### src/hdl/sdb_pkg.sv
// ----------------------------------------------------------------------------
// Seconds-to-date package
// Constants, stage types and the two-digit BCD helper.
// ----------------------------------------------------------------------------
package sdb_pkg;

    // Reciprocals for exact division by constants (floor(x*M >> k))
    localparam logic [25:0] DAY_RECIP   = 26'd50903317;  // x/675,  x < 2^25, k = 35
    localparam logic [16:0] CYC_RECIP   = 17'd91868;     // x/1461, x < 2^16, k = 27
    localparam logic [13:0] HOUR_RECIP  = 14'd9321;      // x/225,  x < 2^13, k = 21
    localparam logic [10:0] MIN_RECIP   = 11'd1093;      // x/15,   x < 2^10, k = 14
    localparam logic [7:0]  TENS_RECIP  = 8'd205;        // x/10,   x < 2^8,  k = 11

    // Calendar constants
    localparam logic [16:0] DAY_SECS    = 17'd86400;
    localparam logic [16:0] HOUR_SECS   = 17'd3600;
    localparam logic [11:0] MIN_SECS    = 12'd60;
    localparam logic [10:0] CYC_DAYS    = 11'd1461;
    localparam logic [10:0] LEAP_DAYS   = 11'd366;
    localparam logic [10:0] YEAR_DAYS   = 11'd365;

    // Day count and time of day after the first split
    typedef struct packed {
        logic [15:0] days;
        logic [5:0]  cyc;
        logic [16:0] sod;
    } t_split;

    // Date result
    typedef struct packed {
        logic [7:0] year;
        logic [8:0] day;
        logic       leap;
        logic [7:0] year_bcd;
        logic [9:0] day_bcd;
    } t_date;

    // Time-of-day result
    typedef struct packed {
        logic [4:0] hour;
        logic [5:0] minute;
        logic [5:0] second;
        logic [5:0] hour_bcd;
        logic [6:0] minute_bcd;
    } t_tod;

    // Value below 100 to {tens, units} BCD
    function automatic logic [7:0] bcd2(input logic [6:0] v);
        logic [3:0] tens;
        logic [6:0] units;
        tens = '0;
        for (int i = 1; i < 10; i++) begin
            if (v >= 7'(i * 10)) begin
                tens = 4'(i);
            end
        end
        units = v - 7'({3'b000, tens} * 7'd10);
        return {tens, units[3:0]};
    endfunction

endpackage

### src/hdl/sdb_split.sv
// ----------------------------------------------------------------------------
// Seconds-to-date day split
// Splits the seconds count into whole days, four-year cycles and
// seconds of day. Two register stages.
// ----------------------------------------------------------------------------
module sdb_split import sdb_pkg::*; (
    input  logic        i_clk,
    input  logic        i_rst_n,
    input  logic        i_valid,
    input  logic [31:0] i_seconds,
    output logic        o_valid,
    output t_split      o_split
);

    logic        r_v1;
    logic        r_v2;
    logic [31:0] r_s1;
    logic [50:0] r_p1;
    logic [50:0] n_p1;
    t_split      r_split;
    t_split      n_split;
    logic [15:0] days;
    logic [32:0] dsec;
    logic [32:0] cprod;

    // Stage 1: seconds/128 times reciprocal of 675
    assign n_p1 = 51'(i_seconds[31:7]) * 51'(DAY_RECIP);

    // Stage 2: day count, cycle count, seconds of day
    always_comb begin
        days          = r_p1[50:35];
        dsec          = 33'(days) * 33'(DAY_SECS);
        cprod         = 33'(days) * 33'(CYC_RECIP);
        n_split.days  = days;
        n_split.cyc   = cprod[32:27];
        n_split.sod   = r_s1[16:0] - dsec[16:0];
    end

    // Valid bits
    always_ff @(posedge i_clk) begin
        if (!i_rst_n) begin
            r_v1 <= 1'b0;
            r_v2 <= 1'b0;
        end else begin
            r_v1 <= i_valid;
            r_v2 <= r_v1;
        end
    end

    // Payload
    always_ff @(posedge i_clk) begin
        r_s1    <= i_seconds;
        r_p1    <= n_p1;
        r_split <= n_split;
    end

    assign o_valid = r_v2;
    assign o_split = r_split;

endmodule

### src/hdl/sdb_date.sv
// ----------------------------------------------------------------------------
// Seconds-to-date calendar stages
// Day count to year, day of year, leap flag and their BCD digits.
// Four register stages.
// ----------------------------------------------------------------------------
module sdb_date import sdb_pkg::*; (
    input  logic   i_clk,
    input  logic   i_rst_n,
    input  logic   i_valid,
    input  t_split i_split,
    output logic   o_valid,
    output t_date  o_date
);

    localparam logic [10:0] YEAR2_START = 11'd730;
    localparam logic [10:0] YEAR3_START = 11'd1095;
    localparam logic [8:0]  HUNDRED     = 9'd100;

    logic        r_va, r_vb, r_vc, r_vd;
    // stage A
    logic [10:0] r_dcyc;
    logic [5:0]  r_cyc;
    logic [16:0] cmul;
    logic [10:0] n_dcyc;
    // stage B
    logic [7:0]  r_year_b;
    logic [8:0]  r_day_b;
    logic        r_leap_b;
    logic [7:0]  n_year_b;
    logic [8:0]  n_day_b;
    logic        n_leap_b;
    logic [10:0] t;
    logic [1:0]  yin;
    logic [10:0] base;
    // stage C
    logic [15:0] r_ytp;
    logic [7:0]  r_year_c;
    logic [8:0]  r_day_c;
    logic        r_leap_c;
    logic [1:0]  r_dh;
    logic [6:0]  r_d2;
    logic [15:0] n_ytp;
    logic [1:0]  n_dh;
    logic [6:0]  n_d2;
    // stage D
    t_date       r_date;
    t_date       n_date;
    logic [4:0]  yt;
    logic [7:0]  yu;

    // Stage A: day within the four-year cycle
    always_comb begin
        cmul   = 17'(i_split.cyc) * 17'(CYC_DAYS);
        n_dcyc = 11'(17'(i_split.days) - cmul);
    end

    // Stage B: year within cycle, day of year
    always_comb begin
        n_leap_b = (r_dcyc < LEAP_DAYS);
        t        = r_dcyc - 11'd1;
        priority if (t >= YEAR3_START) begin
            yin  = 2'd3;
            base = YEAR3_START;
        end else if (t >= YEAR2_START) begin
            yin  = 2'd2;
            base = YEAR2_START;
        end else begin
            yin  = 2'd1;
            base = YEAR_DAYS;
        end
        if (n_leap_b) begin
            n_year_b = {r_cyc, 2'b00};
            n_day_b  = 9'(r_dcyc) + 9'd1;
        end else begin
            n_year_b = {r_cyc, yin};
            n_day_b  = 9'(t - base) + 9'd1;
        end
    end

    // Stage C: year tens product, day hundreds
    always_comb begin
        n_ytp = 16'(r_year_b) * 16'(TENS_RECIP);
        priority if (r_day_b >= 9'd300) begin
            n_dh = 2'd3;
        end else if (r_day_b >= 9'd200) begin
            n_dh = 2'd2;
        end else if (r_day_b >= HUNDRED) begin
            n_dh = 2'd1;
        end else begin
            n_dh = 2'd0;
        end
        n_d2 = 7'(r_day_b - 9'({7'd0, n_dh} * HUNDRED));
    end

    // Stage D: BCD packing
    always_comb begin
        yt              = r_ytp[15:11];
        yu              = r_year_c - 8'({3'b000, yt} * 8'd10);
        n_date.year     = r_year_c;
        n_date.day      = r_day_c;
        n_date.leap     = r_leap_c;
        n_date.year_bcd = {yt[3:0], yu[3:0]};
        n_date.day_bcd  = {r_dh, bcd2(r_d2)};
    end

    // Valid bits
    always_ff @(posedge i_clk) begin
        if (!i_rst_n) begin
            r_va <= 1'b0;
            r_vb <= 1'b0;
            r_vc <= 1'b0;
            r_vd <= 1'b0;
        end else begin
            r_va <= i_valid;
            r_vb <= r_va;
            r_vc <= r_vb;
            r_vd <= r_vc;
        end
    end

    // Payload
    always_ff @(posedge i_clk) begin
        r_dcyc   <= n_dcyc;
        r_cyc    <= i_split.cyc;
        r_year_b <= n_year_b;
        r_day_b  <= n_day_b;
        r_leap_b <= n_leap_b;
        r_ytp    <= n_ytp;
        r_year_c <= r_year_b;
        r_day_c  <= r_day_b;
        r_leap_c <= r_leap_b;
        r_dh     <= n_dh;
        r_d2     <= n_d2;
        r_date   <= n_date;
    end

    assign o_valid = r_vd;
    assign o_date  = r_date;

endmodule

### src/hdl/sdb_tod.sv
// ----------------------------------------------------------------------------
// Seconds-to-date time-of-day stages
// Seconds of day to hour, minute, second and BCD digits.
// Four register stages.
// ----------------------------------------------------------------------------
module sdb_tod import sdb_pkg::*; (
    input  logic   i_clk,
    input  logic   i_rst_n,
    input  logic   i_valid,
    input  t_split i_split,
    output logic   o_valid,
    output t_tod   o_tod
);

    logic        r_va, r_vb, r_vc, r_vd;
    // stage A
    logic [26:0] r_hp;
    logic [16:0] r_sod;
    logic [26:0] n_hp;
    // stage B
    logic [4:0]  r_hour_b;
    logic [11:0] r_rmin_b;
    logic [4:0]  hour;
    logic [11:0] n_rmin;
    // stage C
    logic [20:0] r_mp;
    logic [11:0] r_rmin_c;
    logic [4:0]  r_hour_c;
    logic [5:0]  r_hour_bcd;
    logic [20:0] n_mp;
    logic [7:0]  hb;
    // stage D
    t_tod        r_tod;
    t_tod        n_tod;
    logic [5:0]  minute;
    logic [7:0]  mb;

    // Stage A: (sod/16) times reciprocal of 225
    assign n_hp = 27'(i_split.sod[16:4]) * 27'(HOUR_RECIP);

    // Stage B: hour and seconds within hour
    always_comb begin
        hour   = r_hp[25:21];
        n_rmin = 12'(r_sod - 17'(hour) * HOUR_SECS);
    end

    // Stage C: minute product, hour BCD
    always_comb begin
        n_mp = 21'(r_rmin_b[11:2]) * 21'(MIN_RECIP);
        hb   = bcd2(7'(r_hour_b));
    end

    // Stage D: minute, second, minute BCD
    always_comb begin
        minute           = r_mp[19:14];
        mb               = bcd2(7'(minute));
        n_tod.hour       = r_hour_c;
        n_tod.minute     = minute;
        n_tod.second     = 6'(r_rmin_c - 12'(minute) * MIN_SECS);
        n_tod.hour_bcd   = r_hour_bcd;
        n_tod.minute_bcd = {mb[6:4], mb[3:0]};
    end

    // Valid bits
    always_ff @(posedge i_clk) begin
        if (!i_rst_n) begin
            r_va <= 1'b0;
            r_vb <= 1'b0;
            r_vc <= 1'b0;
            r_vd <= 1'b0;
        end else begin
            r_va <= i_valid;
            r_vb <= r_va;
            r_vc <= r_vb;
            r_vd <= r_vc;
        end
    end

    // Payload
    always_ff @(posedge i_clk) begin
        r_hp       <= n_hp;
        r_sod      <= i_split.sod;
        r_hour_b   <= hour;
        r_rmin_b   <= n_rmin;
        r_mp       <= n_mp;
        r_rmin_c   <= r_rmin_b;
        r_hour_c   <= r_hour_b;
        r_hour_bcd <= {hb[5:4], hb[3:0]};
        r_tod      <= n_tod;
    end

    assign o_valid = r_vd;
    assign o_tod   = r_tod;

endmodule

### src/hdl/seconds_to_date_bcd_top.sv
// ----------------------------------------------------------------------------
// Seconds-to-date converter, top level
// Seconds since a leap-year epoch to year, day of year, time of day and
// radio time code BCD digits.
// ----------------------------------------------------------------------------
//  Channel   | Handshake              | Word
//  ----------+------------------------+-------------------------------------
//  command   | i_start, o_busy        | i_seconds
//  result    | o_valid (1-cycle)      | o_year .. o_minute_bcd
//
//  One word is taken per clock while o_busy is low; results follow after the
//  six register stages (two for the day split, four for the parallel date
//  and time-of-day paths, each stage at most one multiply deep).
//  o_busy is high during reset and clears once reset is sampled released.
//  Synchronous active-low reset clears the valid bits and raises busy.
//  Results leave in a single strobed cycle; the receiver cannot stall.
// ----------------------------------------------------------------------------
module seconds_to_date_bcd_top import sdb_pkg::*; (
    input  logic        i_clk,
    input  logic        i_rst_n,
    input  logic        i_start,
    output logic        o_busy,
    input  logic [31:0] i_seconds,
    output logic        o_valid,
    output logic [7:0]  o_year,
    output logic [8:0]  o_day_of_year,
    output logic [4:0]  o_hour,
    output logic [5:0]  o_minute,
    output logic [5:0]  o_second,
    output logic        o_leap_year,
    output logic [7:0]  o_year_bcd,
    output logic [9:0]  o_day_bcd,
    output logic [5:0]  o_hour_bcd,
    output logic [6:0]  o_minute_bcd
);

    logic   r_busy;
    logic   accept;
    logic   split_valid;
    t_split split;
    logic   date_valid;
    t_date  date;
    logic   tod_valid;
    t_tod   tod;

    // Busy only while coming out of reset
    always_ff @(posedge i_clk) begin
        if (!i_rst_n) begin
            r_busy <= 1'b1;
        end else begin
            r_busy <= 1'b0;
        end
    end

    assign o_busy = r_busy;
    assign accept = i_start & ~r_busy;

    // Day split
    sdb_split u_split (
        .i_clk     (i_clk),
        .i_rst_n   (i_rst_n),
        .i_valid   (accept),
        .i_seconds (i_seconds),
        .o_valid   (split_valid),
        .o_split   (split)
    );

    // Calendar path
    sdb_date u_date (
        .i_clk   (i_clk),
        .i_rst_n (i_rst_n),
        .i_valid (split_valid),
        .i_split (split),
        .o_valid (date_valid),
        .o_date  (date)
    );

    // Time-of-day path
    sdb_tod u_tod (
        .i_clk   (i_clk),
        .i_rst_n (i_rst_n),
        .i_valid (split_valid),
        .i_split (split),
        .o_valid (tod_valid),
        .o_tod   (tod)
    );

    // Both paths are equally deep
    assign o_valid       = date_valid & tod_valid;
    assign o_year        = date.year;
    assign o_day_of_year = date.day;
    assign o_leap_year   = date.leap;
    assign o_year_bcd    = date.year_bcd;
    assign o_day_bcd     = date.day_bcd;
    assign o_hour        = tod.hour;
    assign o_minute      = tod.minute;
    assign o_second      = tod.second;
    assign o_hour_bcd    = tod.hour_bcd;
    assign o_minute_bcd  = tod.minute_bcd;

endmodule

### config.mk
export PLATFORM = sky130hd
export DESIGN_NAME = seconds_to_date_bcd_top
export DESIGN_NICKNAME = d
export VERILOG_FILES = /design/src/hdl/sdb_pkg.sv /design/src/hdl/sdb_split.sv /design/src/hdl/sdb_date.sv /design/src/hdl/sdb_tod.sv /design/src/hdl/seconds_to_date_bcd_top.sv
export SDC_FILE = /design/constraint.sdc
export NUM_CORES = 2
export LEC_CHECK = 0
export BUFFER_PORTS_ARGS = -buffer_cell sky130_fd_sc_hd__buf_2
export CORE_MARGIN = 2
export CORE_UTILIZATION = 55
export DETAILED_ROUTE_END_ITERATION = 10
export PLACE_DENSITY = 0.75
export SKIP_CTS_REPAIR_TIMING = 1
export SLEW_MARGIN = 20
export SYNTH_ARGS = -nofsm -noshare
export SYNTH_HDL_FRONTEND = slang
export SYNTH_SLANG_ARGS = --single-unit
### constraint.sdc
create_clock -name i_clk -period 16.2 [get_ports i_clk]
set_clock_uncertainty 0.15 [all_clocks]
set_input_delay 3.24 -clock i_clk [delete_from_list [all_inputs] [get_ports i_clk]]
set_output_delay 3.24 -clock i_clk [all_outputs]
set_load 0.05 [all_outputs]
==> impl_results.md <==
- Worst hold path class: reg2reg
- Iteration-0 DRC Markers: 572
- Number of synthesized flops with an enable pin: 0
- Adder-cell area share of the yosys netlist: 56.1%
- Clock tree from TritonCTS: built
- Critical path startpoint category: input pin
- Buffer depth of the longest clock path: 3
- Number of antenna violations at the first check in global routing: 0
- Die ar.: 0.0518 mm^2
- Number of top-level pins: 103
- Diodes inserted: 0
- Area of the core: 0.0492 mm^2
- Register area share after synthesis: 18.6%
- Total Nets Final: 3834
- Highest attainable clock frequency: 112 MHz
- Kind of end point of the critical path: register
- Pins over their slew limit: 0
- Clock slew at reported path FFs: 70 ps
- Final cell count without fillers: 3464
- Total nets after synthesis: 3721
- Final setup fails: 0
- Die width: 228 um
- Number of CTS-inserted buffers: 26
- Number of nets with antenna violations after detailed routing: 0
- Wire length of the first global-routing pass: 89900 um
- Time the worst path needs with I/O delays and setup: 8920 ps
- Number of global-route vias before repair: 19100
- CP max FO: 8
- HPWL after detailed placement: 46200 um
- Multiplexer share of the synthesized area: 0.118%
- Total of warnings raised by yosys: 0
- RSZ-0062 raised after global routing: false
- Data required time at the worst endpoint: 16510 ps
- Max cap viols: 0
- Slew margin rel.: 30.3%
- #FFs+latches synth: 256
- Fraction of registers with async set/reset: 0%
- 1st-pass router iterations: 6
- Global-route congestion overflow total: 0
- Main combinational cell family by area after synthesis: adder cells
- Combined area of all synthesized cells: 0.0275 mm^2
- Total negative slack: 0 ps
- TritonCTS sink count: 256
- Ys flop type: sky130_fd_sc_hd__dfxtp_1
- Largest cells by area after synthesis: sky130_fd_sc_hd__ha_1 30%, sky130_fd_sc_hd__fa_1 26%, sky130_fd_sc_hd__dfxtp_1 19%
- Fraction of layout cells with a size suffix above 1: 5.71%
- Area added between synthesis and finish: 8.07%
- Mean routed wirelength per cell: 15.4 um
- Tot GR Track Use: 21.7%
- Floorplan row count: 81
- Number of standard cells after synthesis: 2667
- Number of distinct library cell variants in the gate-level netlist after synthesis: 69
- Compound-cell area share of the yosys netlist: 6.52%
- CP Class: in2reg
- Final period utilization: 55.1%
- Clock root cell: sky130_fd_sc_hd__clkbuf_16
- Worst Path Arrival: 9240 ps
- Post-synthesis share of cell area spent on xor and xnor gates: 4.36%
- Clk_lat worst skew: 540 ps
- Post-synthesis share of cell area spent on and, or, nand and nor gates: 3.89%
- Run status: completed
- Via density per instance: 5.10
- Initial Util: 56.0%
- Post-placement cell count: 3416
- DRC errors left: 0
- Slack of the worst reg-to-reg path: 10080 ps
- GPL Wtd Cong: 0.966
- Top cell type's share of synthesized area: 30.1%
- Pin count of the biggest net entering global routing: 18
- Number of buffer cells added on primary ports: 102
- Number of H-tree branching levels: 1
- Total via count after detailed routing: 17700
- Post-synthesis area per instance: 10.3 um^2
- DIE HEIGHT: 228 um
- Transition at the pin with the smallest max-transition slack: 1040 ps
- Sum of routed wire length over all layers: 53400 um
- Top cell type by total area after synthesis: sky130_fd_sc_hd__ha_1
- Final-report hold violation count: 0
-- cells by family (layout without fill, tap and decap cells) --
group | Yosys count | after routing
simple gates | 212 | 212
xor+xnor | 137 | 137
mux | 3 | 3
fa+ha+maj | 1020 | 1020
buf+inv | 751 | 884
compound gates | 288 | 288
flops | 256 | 256
-- critical path, cell delays in order --
cell and delay [ps]:
sky130_fd_sc_hd__buf_2 170, sky130_fd_sc_hd__fa_1 540, sky130_fd_sc_hd__inv_1 50, sky130_fd_sc_hd__fa_1 500, sky130_fd_sc_hd__inv_1 50, sky130_fd_sc_hd__fa_1 530, sky130_fd_sc_hd__inv_1 50, sky130_fd_sc_hd__fa_1 520
sky130_fd_sc_hd__inv_1 50, sky130_fd_sc_hd__fa_1 530, sky130_fd_sc_hd__inv_1 50, sky130_fd_sc_hd__fa_1 530, sky130_fd_sc_hd__inv_1 40, sky130_fd_sc_hd__ha_1 290, sky130_fd_sc_hd__ha_1 370, sky130_fd_sc_hd__nand4_1 270
sky130_fd_sc_hd__nor3_1 260, sky130_fd_sc_hd__o2111ai_1 200, sky130_fd_sc_hd__nor2_1 130, sky130_fd_sc_hd__o31ai_1 120, sky130_fd_sc_hd__a31oi_1 260, sky130_fd_sc_hd__nor2_1 90, sky130_fd_sc_hd__o21ai_0 220, sky130_fd_sc_hd__xor2_1 160
-- cells in the mapped netlist, drive strengths merged (2+ instances only) --
cell	number
a22oi	2
fa	358
and3	7
a311oi	2
a22o	2
a31oi	12
buf	11
a21o	45
o21ai	58
nor2b	14
dfxtp	256
xnor2	100
a21oi	100
o311ai	2
a21boi	3
ha	661
inv	734
a41oi	3
o31ai	6
nor4	2
nor2	53
o22ai	3
and4	3
o2111ai	3
o21a	8
nand4	13
a211oi	8
nand2	49
nand2b	12
o21bai	13
or3	2
nand3	21
clkbuf	6
a2111oi	3
mux2	2
nor3b	3
and2	10
xor2	37
o211ai	5
nor3	17
-- worst paths after layout --
| path | startpoint | to | cells past startpoint |
|---|---|---|---|
| max | i_seconds[29] | u_split.r_p1[46] | 24 |
| min | u_date.r_cyc[3] | u_date.r_year_b[5] | 0 |
| max reg2reg | u_split.r_p1[47] | u_split.o_split[21] | 20 |
| min reg2reg | u_date.r_cyc[3] | u_date.r_year_b[5] | 0 |
-- sequential cells by signal, summed over array words and instances (netlist names), 8 cells and up --
name and cells:
u_date.r_day_c 9, u_split.r_p1 16, u_tod.o_tod 28, u_tod.r_sod 9, u_date.r_year_b 8, u_split.r_s1 17
u_date.o_date 34, u_split.o_split 34, u_tod.r_rmin_b 12, u_tod.r_hp 8, u_date.r_day_b 9, u_date.r_dcyc 11
u_tod.r_mp 8
-- layout by cell type, fill, tap and decap left out, types with 9 or more instances in the layout --
master                      netlist  layout
sky130_fd_sc_hd__and2_1           9       9
sky130_fd_sc_hd__clkbuf_16        0      27
sky130_fd_sc_hd__xor2_1          37      37
sky130_fd_sc_hd__o21ai_0         54      54
sky130_fd_sc_hd__nand2_1         47      47
sky130_fd_sc_hd__nor3_1          16      16
sky130_fd_sc_hd__buf_2            5     102
sky130_fd_sc_hd__nand3_1         21      21
sky130_fd_sc_hd__nor2_1          53      53
sky130_fd_sc_hd__inv_1          734     734
sky130_fd_sc_hd__nor2b_1         14      14
sky130_fd_sc_hd__a21oi_1        100     100
sky130_fd_sc_hd__nand4_1         13      13
sky130_fd_sc_hd__nand2b_1        12      12
sky130_fd_sc_hd__fa_1           358     358
sky130_fd_sc_hd__xnor2_1        100     100
sky130_fd_sc_hd__a31oi_1         12      12
sky130_fd_sc_hd__o21bai_1        13      13
sky130_fd_sc_hd__ha_1           661     661
sky130_fd_sc_hd__dfxtp_1        256     256
sky130_fd_sc_hd__a21o_1          45      45
-- stage by stage --
| stage | hold slack (ps) | setup WS [ps] | utilization [%] | area [um^2] |
|---|---|---|---|---|
| 3_3_place_gp | 160 | 6900 | 58.5 | 28800 |
| 5_1_grt | 173 | 6950 | 60.5 | 29700 |
| 2_1_floorplan | 160 | 7280 | - | 27500 |
| 6_report | 171 | 7280 | 60.5 | 29700 |
| 3_5_place_dp | 162 | 6730 | 58.5 | 28800 |
| 4_1_cts | 168 | 7300 | 60.5 | 29700 |
-- routing by layer --
layer	share of wire, %	vias up	GRT usage (%)
li1	-	8650	-
met2	52	318	41.8
met4	2.9	0	6.58
met3	3.0	90	2.03
met5	0	-	0
met1	42	8595	25.3
-- layout make-up --
cell class	count	area, um^2
timing repair buffer	102	510
fill	4004	19400
multi-input combinational	1660	19500
clock buffer	33	738
inverter	734	2760
tap	664	831
sequential	256	5120
clock inverter	15	233
Power is left out: the tool's default activity adds up to more than one toggle a clock period on the data nets, which glitch-free logic cannot reach.
